## config.mk

```make
export PLATFORM = sky130hd
export DESIGN_NAME = ttw_ctrl
export DESIGN_NICKNAME = d
export VERILOG_FILES = /design/src/sv/ttw_pkg.sv /design/src/sv/ttw_ctrl.sv
export SDC_FILE = /design/constraint.sdc
export NUM_CORES = 1
export LEC_CHECK = 0
export ABC_AREA = 1
export BUFFER_PORTS_ARGS = -buffer_cell sky130_fd_sc_hd__buf_2
export CAP_MARGIN = 20
export CORE_AREA = 8 8 45 47
export CTS_CLUSTER_SIZE = 8
export DETAILED_ROUTE_END_ITERATION = 6
export DIE_AREA = 0 0 53 55
export HOLD_SLACK_MARGIN = 0.03
export PLACE_DENSITY = 0.73
export SYNTH_ARGS = -nofsm -noshare
export SYNTH_HDL_FRONTEND = slang
export SYNTH_SLANG_ARGS = --single-unit
export TNS_END_PERCENT = 10
```

## constraint.sdc

```tcl
create_clock -name i_clk -period 1.5 [get_ports i_clk]
set_input_delay 0.3 -clock i_clk [delete_from_list [all_inputs] [get_ports i_clk]]
set_output_delay 0.3 -clock i_clk [all_outputs]
set_load 0.1 [all_outputs]
```

## src/sv/ttw_pkg.sv

```systemverilog
`default_nettype none

package ttw_pkg;

    // Screen geometry
    localparam int COLUMNS = 80;
    localparam int ROWS    = 25;
    localparam int CELLS   = COLUMNS * ROWS;

    // Field widths on the channels
    localparam int KIND_W   = 2;
    localparam int CHAR_W   = 8;
    localparam int COLOR_W  = 8;
    localparam int INDEX_W  = 11;
    localparam int CURSOR_W = 11;
    localparam int CELL_W   = CHAR_W + COLOR_W;

    // Internal widths derived from the geometry
    localparam int ADDR_W = $clog2(CELLS);
    localparam int CUR_W  = $clog2(CELLS + 1);
    localparam int NL_W   = $clog2(CELLS + COLUMNS + 1);
    localparam int COL_W  = $clog2(COLUMNS);

    // Blank cell: space on light gray
    localparam logic [CHAR_W-1:0]  BLANK_CHAR  = 8'h20;
    localparam logic [COLOR_W-1:0] BLANK_COLOR = 8'h07;

    typedef enum logic [KIND_W-1:0] {
        KIND_PUT     = 2'd0,
        KIND_NEWLINE = 2'd1,
        KIND_CLEAR   = 2'd2,
        KIND_READ    = 2'd3
    } t_kind;

    typedef enum logic [2:0] {
        ST_IDLE,
        ST_EXEC,
        ST_COPY,
        ST_FILL,
        ST_CLEAR,
        ST_DONE
    } t_state;

    // Memory write data / address source
    typedef enum logic [1:0] {
        WS_CURSOR,
        WS_COPY,
        WS_BLANK
    } t_wsel;

    // Memory read address source
    typedef enum logic {
        RS_INDEX,
        RS_COPY
    } t_rsel;

    typedef struct packed {
        logic  item_load;
        logic  mem_we;
        t_wsel wsel;
        logic  rd_en;
        t_rsel rsel;
        logic  cnt_clr;
        logic  cnt_inc;
        logic  cur_put;
        logic  cur_nl;
        logic  cur_scroll;
        logic  cur_clr;
        logic  out_load;
    } t_dp_cmd;

    typedef struct packed {
        t_kind kind;
        logic  cur_end;
        logic  nl_wrap;
        logic  cnt_zero;
        logic  copy_last;
        logic  fill_last;
        logic  out_free;
    } t_dp_sts;

endpackage

`default_nettype wire

```

## src/sv/ttw_ctrl.sv

```systemverilog
`default_nettype none

module ttw_ctrl (
    input  logic             i_clk,
    input  logic             i_rst_n,
    input  logic             i_in_valid,
    output logic             o_in_ready,
    input  ttw_pkg::t_dp_sts i_sts,
    output ttw_pkg::t_dp_cmd o_cmd
);
    import ttw_pkg::*;

    t_state r_state, n_state;
    logic   accept;

    // Take a new transaction when idle, or when the finished one leaves
    assign o_in_ready = (r_state == ST_IDLE) || (r_state == ST_DONE && i_sts.out_free);
    assign accept     = i_in_valid && o_in_ready;

    always_ff @(posedge i_clk) begin
        if (!i_rst_n) begin
            r_state <= ST_IDLE;
        end else begin
            r_state <= n_state;
        end
    end

    // Next state
    always_comb begin
        n_state = r_state;
        unique case (r_state)
            ST_IDLE: begin
                if (accept) n_state = ST_EXEC;
            end
            ST_EXEC: begin
                unique case (i_sts.kind)
                    KIND_PUT:     n_state = i_sts.cur_end ? ST_COPY : ST_DONE;
                    KIND_NEWLINE: n_state = i_sts.nl_wrap ? ST_COPY : ST_DONE;
                    KIND_CLEAR:   n_state = ST_CLEAR;
                    KIND_READ:    n_state = ST_DONE;
                    default:      n_state = ST_DONE;
                endcase
            end
            ST_COPY: begin
                if (i_sts.copy_last) n_state = ST_FILL;
            end
            ST_FILL: begin
                // a put still has its character to write after the scroll
                if (i_sts.fill_last) begin
                    n_state = (i_sts.kind == KIND_PUT) ? ST_EXEC : ST_DONE;
                end
            end
            ST_CLEAR: begin
                if (i_sts.fill_last) n_state = ST_DONE;
            end
            ST_DONE: begin
                if (i_sts.out_free) n_state = accept ? ST_EXEC : ST_IDLE;
            end
            default: n_state = ST_IDLE;
        endcase
    end

    // Datapath commands
    always_comb begin
        o_cmd           = '0;
        o_cmd.wsel      = WS_CURSOR;
        o_cmd.rsel      = RS_INDEX;
        o_cmd.item_load = accept;
        unique case (r_state)
            ST_IDLE: ;
            ST_EXEC: begin
                unique case (i_sts.kind)
                    KIND_PUT: begin
                        if (i_sts.cur_end) begin
                            o_cmd.cnt_clr = 1'b1;
                        end else begin
                            o_cmd.mem_we  = 1'b1;
                            o_cmd.wsel    = WS_CURSOR;
                            o_cmd.cur_put = 1'b1;
                        end
                    end
                    KIND_NEWLINE: begin
                        o_cmd.cur_nl  = 1'b1;
                        o_cmd.cnt_clr = i_sts.nl_wrap;
                    end
                    KIND_CLEAR: begin
                        o_cmd.cnt_clr = 1'b1;
                    end
                    KIND_READ: begin
                        o_cmd.rd_en = 1'b1;
                        o_cmd.rsel  = RS_INDEX;
                    end
                    default: ;
                endcase
            end
            ST_COPY: begin
                // read one row ahead, write the previous read one cell back
                o_cmd.rd_en   = !i_sts.copy_last;
                o_cmd.rsel    = RS_COPY;
                o_cmd.mem_we  = !i_sts.cnt_zero;
                o_cmd.wsel    = WS_COPY;
                o_cmd.cnt_inc = !i_sts.copy_last;
            end
            ST_FILL: begin
                o_cmd.mem_we     = 1'b1;
                o_cmd.wsel       = WS_BLANK;
                o_cmd.cnt_inc    = 1'b1;
                o_cmd.cur_scroll = i_sts.fill_last && (i_sts.kind == KIND_PUT);
            end
            ST_CLEAR: begin
                o_cmd.mem_we  = 1'b1;
                o_cmd.wsel    = WS_BLANK;
                o_cmd.cnt_inc = 1'b1;
                o_cmd.cur_clr = i_sts.fill_last;
            end
            ST_DONE: begin
                o_cmd.out_load = i_sts.out_free;
            end
            default: ;
        endcase
    end

endmodule

`default_nettype wire

```

# Word level (Yosys, flattened, before mapping)
# Cells that the tools add are included.
[word_totals]
output_inout_bits = 14
elab_cells = 51
inputBits = 11
ff_bits = 3
romBits = 0
latchBits = 0
mem_bits_rw = 0
memories = 0
[classes]
add_sub_neg = 0
div = 0
shift = 0
mul = 0
mux = 27
n_bitwise = 0
order_cmp = 0
eq_ne = 13
n_reduce_logical = 10
[ops]
columns = ["cell", "n"]
rows = [
  ["$mux W3", 10],
  ["$pmux W3 S6", 1],
  ["$pmux W3 S4", 1],
  ["$ne A2 B2 Y1 const B", 5],
  ["$mux W1", 9],
  ["$pmux W3 S3", 1],
  ["$eq A3 B2 Y1 const B", 2],
  ["$eq A3 B3 Y1 const B", 2],
  ["$reduce_and A5 Y1", 1],
  ["$eq A2 B2 Y1 const B", 2],
  ["$mux W2", 2],
  ["$pmux W2 S2", 1],
  ["$eq A3 B1 Y1 const B", 1],
  ["$logic_and A1 B1 Y1", 3],
  ["$logic_not A3 Y1", 1],
  ["$pmux W1 S3", 1],
  ["$eq A2 B1 Y1 const B", 1],
  ["$logic_not A1 Y1", 2],
  ["$logic_not A2 Y1", 1],
  ["$pmux W1 S2", 1],
  ["$reduce_or A2 Y1", 1],
  ["$logic_or A1 B1 Y1", 1],
]

# Logic depth before layout (Yosys ltp)
# Gate-level depths: netlist (run 1).
[logic_depth]
ltp_word = 7
mapped_depth = 8
depth_no_buf = 8

# Least setup slack after synthesis (run 1)
# No wires, ideal clock.
[synth_timing]
path_kind = "flip-flop to output port"
start = "reg r_state[2]"
end = "out o_cmd[2] (netlist name)"
path_buffers = 1
arrival_time_ns = 3.486
stages_incl_launch_ff = 5
t_required_ns = 1.200
path_slack_ns = -2.286
path_cell_list = "dfxtp_1 > clkbuf_8 > inv_8 > nand3_1 > nor4_1"
[synth_lines]
columns = ["element", "line", "rtl"]
rows = [
  ["start, declared", "ttw_ctrl.sv:13", "t_state r_state, n_state;"],
  ["start signal, assigned", "ttw_ctrl.sv:24", "r_state <= n_state;"],
  ["end, declared", "ttw_ctrl.sv:9", "output ttw_pkg::t_dp_cmd o_cmd"],
]

==> parameters.txt, run 1 <==
Parameter                              Value

GRT
  Vias in the first global route ... around 750
  GRT Overall Usage ... 0.146
  First-pass GRT wire length ... between 3000 and 4000 microns
  Antenna violations before repair ... 0
  Maximum number of pins on one net before global-route repair ... 8
  Remaining global-route overflow ... 0

Logic synthesis
  Most area-consuming cells after synthesis ... sky130_fd_sc_hd__nand3_1, sky130_fd_sc_hd__nand2_1, sky130_fd_sc_hd__dfxtp_1
  Area of the mapped netlist ... approximately 440 sq um
  Share of synthesized registers carrying an async set or reset ... 0
  Cell with the most instances after synthesis ... sky130_fd_sc_hd__nand2_1
  Distinct cell type count after synthesis ... 19
  Flop and latch count out of synthesis ... 3
  Cell type with the highest aggregate area in the netlist ... sky130_fd_sc_hd__nand3_1
  Proportion of netlist area held by the largest area contributor ... 0.170
  Syn nets ... 93
  Most instantiated cells after synthesis ... sky130_fd_sc_hd__nand2_1, sky130_fd_sc_hd__nand3_1, sky130_fd_sc_hd__inv_1
  Ys flop type ... sky130_fd_sc_hd__dfxtp_1
  Post-synthesis sequential area ratio ... 0.136
  Number of enable flip-flop cells after synthesis ... 0
  Average instance area after synthesis ... about 5.4 sq um
  Warnings from Yosys ... 0
  Count of mapped cells out of synthesis ... 82

Power
  Power Density ... around 1600 nW/um^2
  Worst VDD drop ... roughly 900 uV
  Leakage power ... approximately 0.00051 uW

Worst hold path
  Worst Hold Class ... in2reg

Final layout
  Filler instances ... 100
  Post-route core utilization ... 0.764
  Antenna diode instance count ... 0
  Fraction of layout cells with a size suffix above 1 ... 0.592
  Flip-flop count of the largest register after layout ... 3
  Area growth, synth to finish ... 140%
  Net count, final ... 132
  Largest registers ... r_state: 3 flops
  Register with the most flip-flops ... r_state

Critical path
  WS Path Type ... reg2out
  Reg-to-reg critical path startpoint ... r_state[2]
  Critical Path Source Type ... register
  Crit path max fanout ... 7
  Crit end category ... primary output
  CP startpoint ... r_state[2]
  Worst Reg-to-Reg Cells ... 8
  R2R Setup Slk ... 90 ps
  Reg-to-Reg End ... r_state[2]
  Arr. time, crit path ... roughly 1400 ps
  Data required time of the critical path ... ~1200 ps
  Critical path capture point ... o_cmd[8]

STA
  Final setup violating endpoints ... 11
  Unrepaired setup endpoints after global routing ... yes
  TNS Setup ... -1620 ps
  Worst slew margin ... 0.807
  Count of pins over their slew limit ... 0
  Final cycle utilization of the critical path ... 1.15
  Final Worst Setup Slack ... -222 ps
  Final clock skew ... roughly 4.7 ps
  Fin crit period ... 1720 ps
  Slew at the pin closest to its max-slew limit ... between 200 and 300 ps
  Fmax ... about 580 MHz
  Worst hold margin ... roughly 350 ps
  Final Hold Violating Endpoints ... 0

Die
  Core Area ... around 1400 sq um
  Die X ... 53 microns
  Vertical die dimension ... 55 microns
  Initial standard-cell utilization of the core ... 0.318
  Die Footprint ... approximately 2900 sq um
  Top-Level Pins ... 25
  Row Count ... 14

Place
  Routability cong. ... 0.838
  Number of port buffers ... 24
  HPWL reported at the end of detailed placement ... between 1000 and 1500 microns

Detailed routing
  Violation count after the first detailed-route iteration ... 26
  Total via count in the routed design ... about 720
  Remaining antenna violation count after routing ... 0
  Detailed-routing iteration count for the pre-antenna-repair pass ... 4
  Average vias per placed instance ... ~5.3
  DRC violations left ... 0
  Routed wire length ... about 1900 microns
  Routed len/inst ... 14.1 microns

Clock tree
  Number of buffers created by CTS ... 3
  Hold Buf Count CTS ... 0
  Cell at the root of the clock tree ... sky130_fd_sc_hd__clkbuf_4
  Clock transition at path regs ... roughly 40 ps
  Sink Count ... 3
  Number of H-tree levels ... 1
  Clock Tree Buf Depth ... 2
  CTS tree ... built
  Clock latency on the worst-skew pair ... roughly 240 ps

Flow run
  Number of maximum-capacitance violations ... 0

Status
  Status ... finished, violations left
  Failing checks ... setup timing
-- stage by stage --
step                area (sq um)  power [uW]  instances  setup WS (ps)
detailed placement           942        1420        131          -67.7
CTS                         1040        1660        136           -261
floorplan                    522         957         82           -484
global route                1060        1770        136           -284
finish                      1060        1690        136           -222
global placement             942        1400        131          -24.8
-- worst max-delay path, stage by stage (launching register included) --
cell                      delay [ps]
sky130_fd_sc_hd__dfxtp_2         330
sky130_fd_sc_hd__buf_12          150
sky130_fd_sc_hd__nor3_4          180
sky130_fd_sc_hd__inv_4            90
sky130_fd_sc_hd__o31ai_4         220
sky130_fd_sc_hd__buf_12          210
-- cell families after synthesis --
group                  after synthesis  synth area share
AOI/OAI and AO/OA                    6            0.0739
buffers and inverters               17             0.193
DFF                                  3             0.136
and+or+nand+nor                     56             0.597
-- how the worst min path moves through the flow --
stage,startpoint,slack (ps),cells after the start,end
detailed placement,r_state[0],490,2,r_state[0]
CTS,i_rst_n,330,3,r_state[0]
global route,i_rst_n,360,3,r_state[1]
global placement,r_state[0],490,2,r_state[0]
floorplan,i_rst_n,440,2,r_state[0]
finish,i_rst_n,350,3,r_state[0]
-- layout make-up --
type                            count  area, sq um  share of cell area
Inverter                           15         68.8              0.0651
Clock buffer                        4         26.3              0.0249
Tap cell                           16         20.0              0.0189
Multi-Input combinational cell     62          437               0.413
Sequential cell                     3         68.8              0.0651
Timing Repair Buffer               36          437               0.413
-- placed cells by master (no fill, tap or decap), drive strengths merged --
cell,n
nor2,14
nand3,16
a21oi,4
nand4,1
nor3,2
o31ai,1
dfxtp,3
nand2,22
nor4,1
o21ai,1
buf,36
clkbuf,4
inv,15
-- power by group --
part           leakage [uW]  total, uW  switching (uW)  internal, uW
sequential        0.0000264        145            39.0           106
combinational      0.000466       1400             893           508
clock             0.0000150        147            46.7           100
-- layer usage --
layer / vias to the layer above / GRT usage / part of all wire
met5: - / 0 / 0
met4: 0 / 0.0862 / 0.064
met3: 12 / 0.0695 / 0.11
met2: 46 / 0.260 / 0.49
met1: 317 / 0.135 / 0.33
li1: 340 / - / -
-- repair_timing --
item                                    4_1_cts  5_1_grt
buffers inserted                              1        0
endpoints found under the setup margin       14       15
gates resized for setup                      17        6
pin swaps                                     3        2
Power figures use the tool's default switching activity.
==> inputs of run 2 (changes only) <==
--- a/config.mk
+++ b/config.mk
@@ -12,8 +12,11 @@
 export CTS_CLUSTER_SIZE = 8
 export DETAILED_ROUTE_END_ITERATION = 6
 export DIE_AREA = 0 0 53 55
+export GPL_TIMING_DRIVEN = 0
 export HOLD_SLACK_MARGIN = 0.03
 export PLACE_DENSITY = 0.73
+export SETUP_SLACK_MARGIN = 0.02
+export SLEW_MARGIN = 20
 export SYNTH_ARGS = -nofsm -noshare
 export SYNTH_HDL_FRONTEND = slang
 export SYNTH_SLANG_ARGS = --single-unit
==> run 2 against run 1 <==
Against the previous run: the run still ends with setup timing left; register-to-register slack improved by 100 ps; critical endpoint unchanged; sequential share of layout area increased by 0.40 points; largest cell class unchanged; flip-flop and latch count unchanged; largest power group unchanged; design area decreased by 5.8%.
==> parameters.txt, run 2 (synthesis results as in run 1) <==
Parameter                              Value

Final layout
  Most common cell after layout, fill and taps aside ... sky130_fd_sc_hd__nand2_1
  Net count, final ... 129 (-2.3%)
  Total area of multi-input combinational cells ... 422 sq um (-3.4%)
  Flip-flop count of the largest register after layout ... 3 (unchanged)
  Largest registers ... r_state: 3 flops
  Antenna diode instance count ... 0 (unchanged)
  Register with the most flip-flops ... r_state
  Commonest cells after routing, fill and taps aside ... sky130_fd_sc_hd__nand2_1, sky130_fd_sc_hd__nand3_1, sky130_fd_sc_hd__inv_1, sky130_fd_sc_hd__buf_2, sky130_fd_sc_hd__buf_12
  Post-route core utilization ... 0.720 (-0.0443)
  Fraction of layout cells with a size suffix above 1 ... 0.556 (-0.0361)
  Filler instances ... 93 (-7.0%)
  Area growth, synth to finish ... 126%
  Register area ... 68.8 sq um (unchanged)

Worst hold path
  Worst Hold Class ... in2reg

Critical path
  Crit path max fanout ... 5 (-2)
  Number of buffer and inverter instances along the worst setup path ... 3 (unchanged)
  Arr. time, crit path ... 1400 ps (-20 ps)
  Data required time of the critical path ... 1200 ps (about the same)
  Cell-by-cell listing of the critical path ... inv_4 -> nor3_4 -> inv_4 -> o31ai_4 -> buf_12
  Dominant cell type by count on the critical path ... sky130_fd_sc_hd__inv_4
  WS Path Type ... reg2out
  Critical Path Source Type ... register
  Slowest stage cell on the critical path ... sky130_fd_sc_hd__dfxtp_4
  Crit end category ... primary output
  Cell class contributing the biggest share of worst-path delay ... flip-flops
  Longest individual stage delay on the worst path ... 390 ps (+60 ps)

Detailed routing
  Routed len/inst ... 12.4 microns (-12%)
  Detailed-routing iteration count for the pre-antenna-repair pass ... 4 (unchanged)
  Violation count after the first detailed-route iteration ... 15 (-42%)
  Routed wire length ... 1650 microns (-14%)
  Average vias per placed instance ... 5.07 (-3.6%)
  Total via count in the routed design ... 674 (-5.7%)
  Remaining antenna violation count after routing ... 0 (unchanged)
  DRC violations left ... 0 (unchanged)

Clock tree
  Sink Count ... 3 (unchanged)
  Clock Tree Buf Depth ... 2 (unchanged)
  Clock latency on the worst-skew pair ... 230 ps (about the same)
  CTS tree ... built
  Clock transition at path regs ... 40 ps (about the same)
  Hold Buf Count CTS ... 0 (unchanged)
  Number of H-tree levels ... 1 (unchanged)
  Number of buffers created by CTS ... 3 (unchanged)
  Cell at the root of the clock tree ... sky130_fd_sc_hd__clkbuf_4

STA
  Count of pins over their slew limit ... 0 (unchanged)
  Worst slew margin ... 0.815 (+0.00769)
  Final cycle utilization of the critical path ... 1.13 (-0.0130)
  Slew at the pin closest to its max-slew limit ... 277 ps (-12.0 ps)
  Worst hold margin ... 338 ps (-9.60 ps)
  Final clock skew ... 1.67 ps (-3.00 ps)
  Final Hold Violating Endpoints ... 0 (unchanged)
  Fin crit period ... 1700 ps (-19.5 ps)
  Unrepaired setup endpoints after global routing ... yes
  Final setup violating endpoints ... 11 (unchanged)
  Final Worst Setup Slack ... -202 ps (+19.5 ps)
  Fmax ... 588 MHz (+1.1%)

Place
  Setup slack at placement ... -318 ps (-251 ps)
  Number of port buffers ... 24 (unchanged)
  Routability cong. ... 0.823 (-1.8%)
  HPWL reported at the end of detailed placement ... 1080 microns (-26%)

Power
  Sw Share ... 0.569 (-0.00906)
  Leakage power ... 0.000485 uW (-4.3%)
  Worst VDD drop ... 826 uV (-6.0%)
  Power Density ... 1670 nW/um^2 (+4.3%)
  Logic gate share of total power ... 0.831 (+0.003)
  Reg power frac ... 0.087 (about the same)
  Power spent charging and discharging nets ... 947 uW (-3.3%)
  Internal Pwr Total ... 716 uW (+0.37%)
  Portion of total power attributed to the clock network ... 0.082 (-0.005)

Die
  Core Area ... 1380 sq um (unchanged)
  Vertical die dimension ... 55 microns (unchanged)
  Die X ... 53 microns (unchanged)
  Row Count ... 14 (unchanged)
  Die Footprint ... 2920 sq um (unchanged)
  Initial standard-cell utilization of the core ... 0.318 (unchanged)
  Top-Level Pins ... 25 (unchanged)

GRT
  First-pass GRT wire length ... 2420 microns (-25%)
  Vias in the first global route ... 629 (-16%)
  Maximum number of pins on one net before global-route repair ... 10 (+2)
  GRT Overall Usage ... 0.104 (-0.0420)
  Remaining global-route overflow ... 0 (unchanged)
  Antenna violations before repair ... 0 (unchanged)

Status
  Status ... finished, violations left
  Failing checks ... setup timing

Flow run
  Number of maximum-capacitance violations ... 0 (unchanged)
run 2: cell types whose count changed in the layout (fill, tap and decap cells not counted), moves of 3 or more:
| cell | delta |
|---|---|
| sky130_fd_sc_hd__buf_6 | +3 |
| sky130_fd_sc_hd__buf_12 | -6 |
| sky130_fd_sc_hd__buf_4 | -4 |
| sky130_fd_sc_hd__buf_8 | +3 |
run 2: final timing paths:
| kind | start | cells past startpoint | slack (ps) | to |
|---|---|---|---|---|
| worst max-delay path | r_state[0] | 5 | -200 | o_cmd[8] |
| worst min-delay path | i_rst_n | 3 | 340 | r_state[0] |
| worst max register to register | r_state[2] | 8 | 190 | r_state[0] |
| worst min register to register | r_state[0] | 2 | 540 | r_state[0] |
run 2: timing repair:
item / CTS / global route
setup endpoints to repair: 14 / 14
gates resized for setup: 50 / 17
pin swaps: 2 / 5
gates cloned: 0 / 1
buffers inserted: 1 / 5
run 2: layer usage:
layer,wire length (microns),global-route usage,part of all wire,vias up
met5,0,0,0,-
met4,18,0.0259,0.011,0
met3,133,0.0187,0.081,2
met2,861,0.211,0.52,29
met1,631,0.106,0.38,308
li1,-,-,-,335
run 2: worst register-to-register path, delay by kind of cell (launching register included):
kind	cells	cell delay, ps
compound gates	1	130
buf+inv	2	200
flops	1	320
simple gates	5	590
run 2: metrics by stage:
step	area, sq um	total power [uW]	cells	setup TNS, ps
2_1_floorplan	522	957	82	-3840
3_3_place_gp	662	1080	122	-2080
3_5_place_dp	662	1080	122	-2150
4_1_cts	873	1480	127	-2100
5_1_grt	996	1740	133	-2350
6_report	996	1660	133	-1560
run 2: cell type report:
type | instances | share of cell area
Buffer | 2 | 0.0264
Clock buffer | 4 | 0.0264
Inverter | 15 | 0.0691
Multi-Input combinational cell | 62 | 0.423
Sequential cell | 3 | 0.0691
Tap cell | 16 | 0.0201
Timing Repair Buffer | 31 | 0.366
run 2: power by group through the flow:
stage | clock network, uW | registers (uW) | logic, uW
CTS | 141 | 130 | 1200
global placement | 0 | 125 | 958
detailed placement | 0 | 125 | 960
floorplan | 0 | 120 | 837
global route | 151 | 147 | 1440
finish | 137 | 144 | 1380
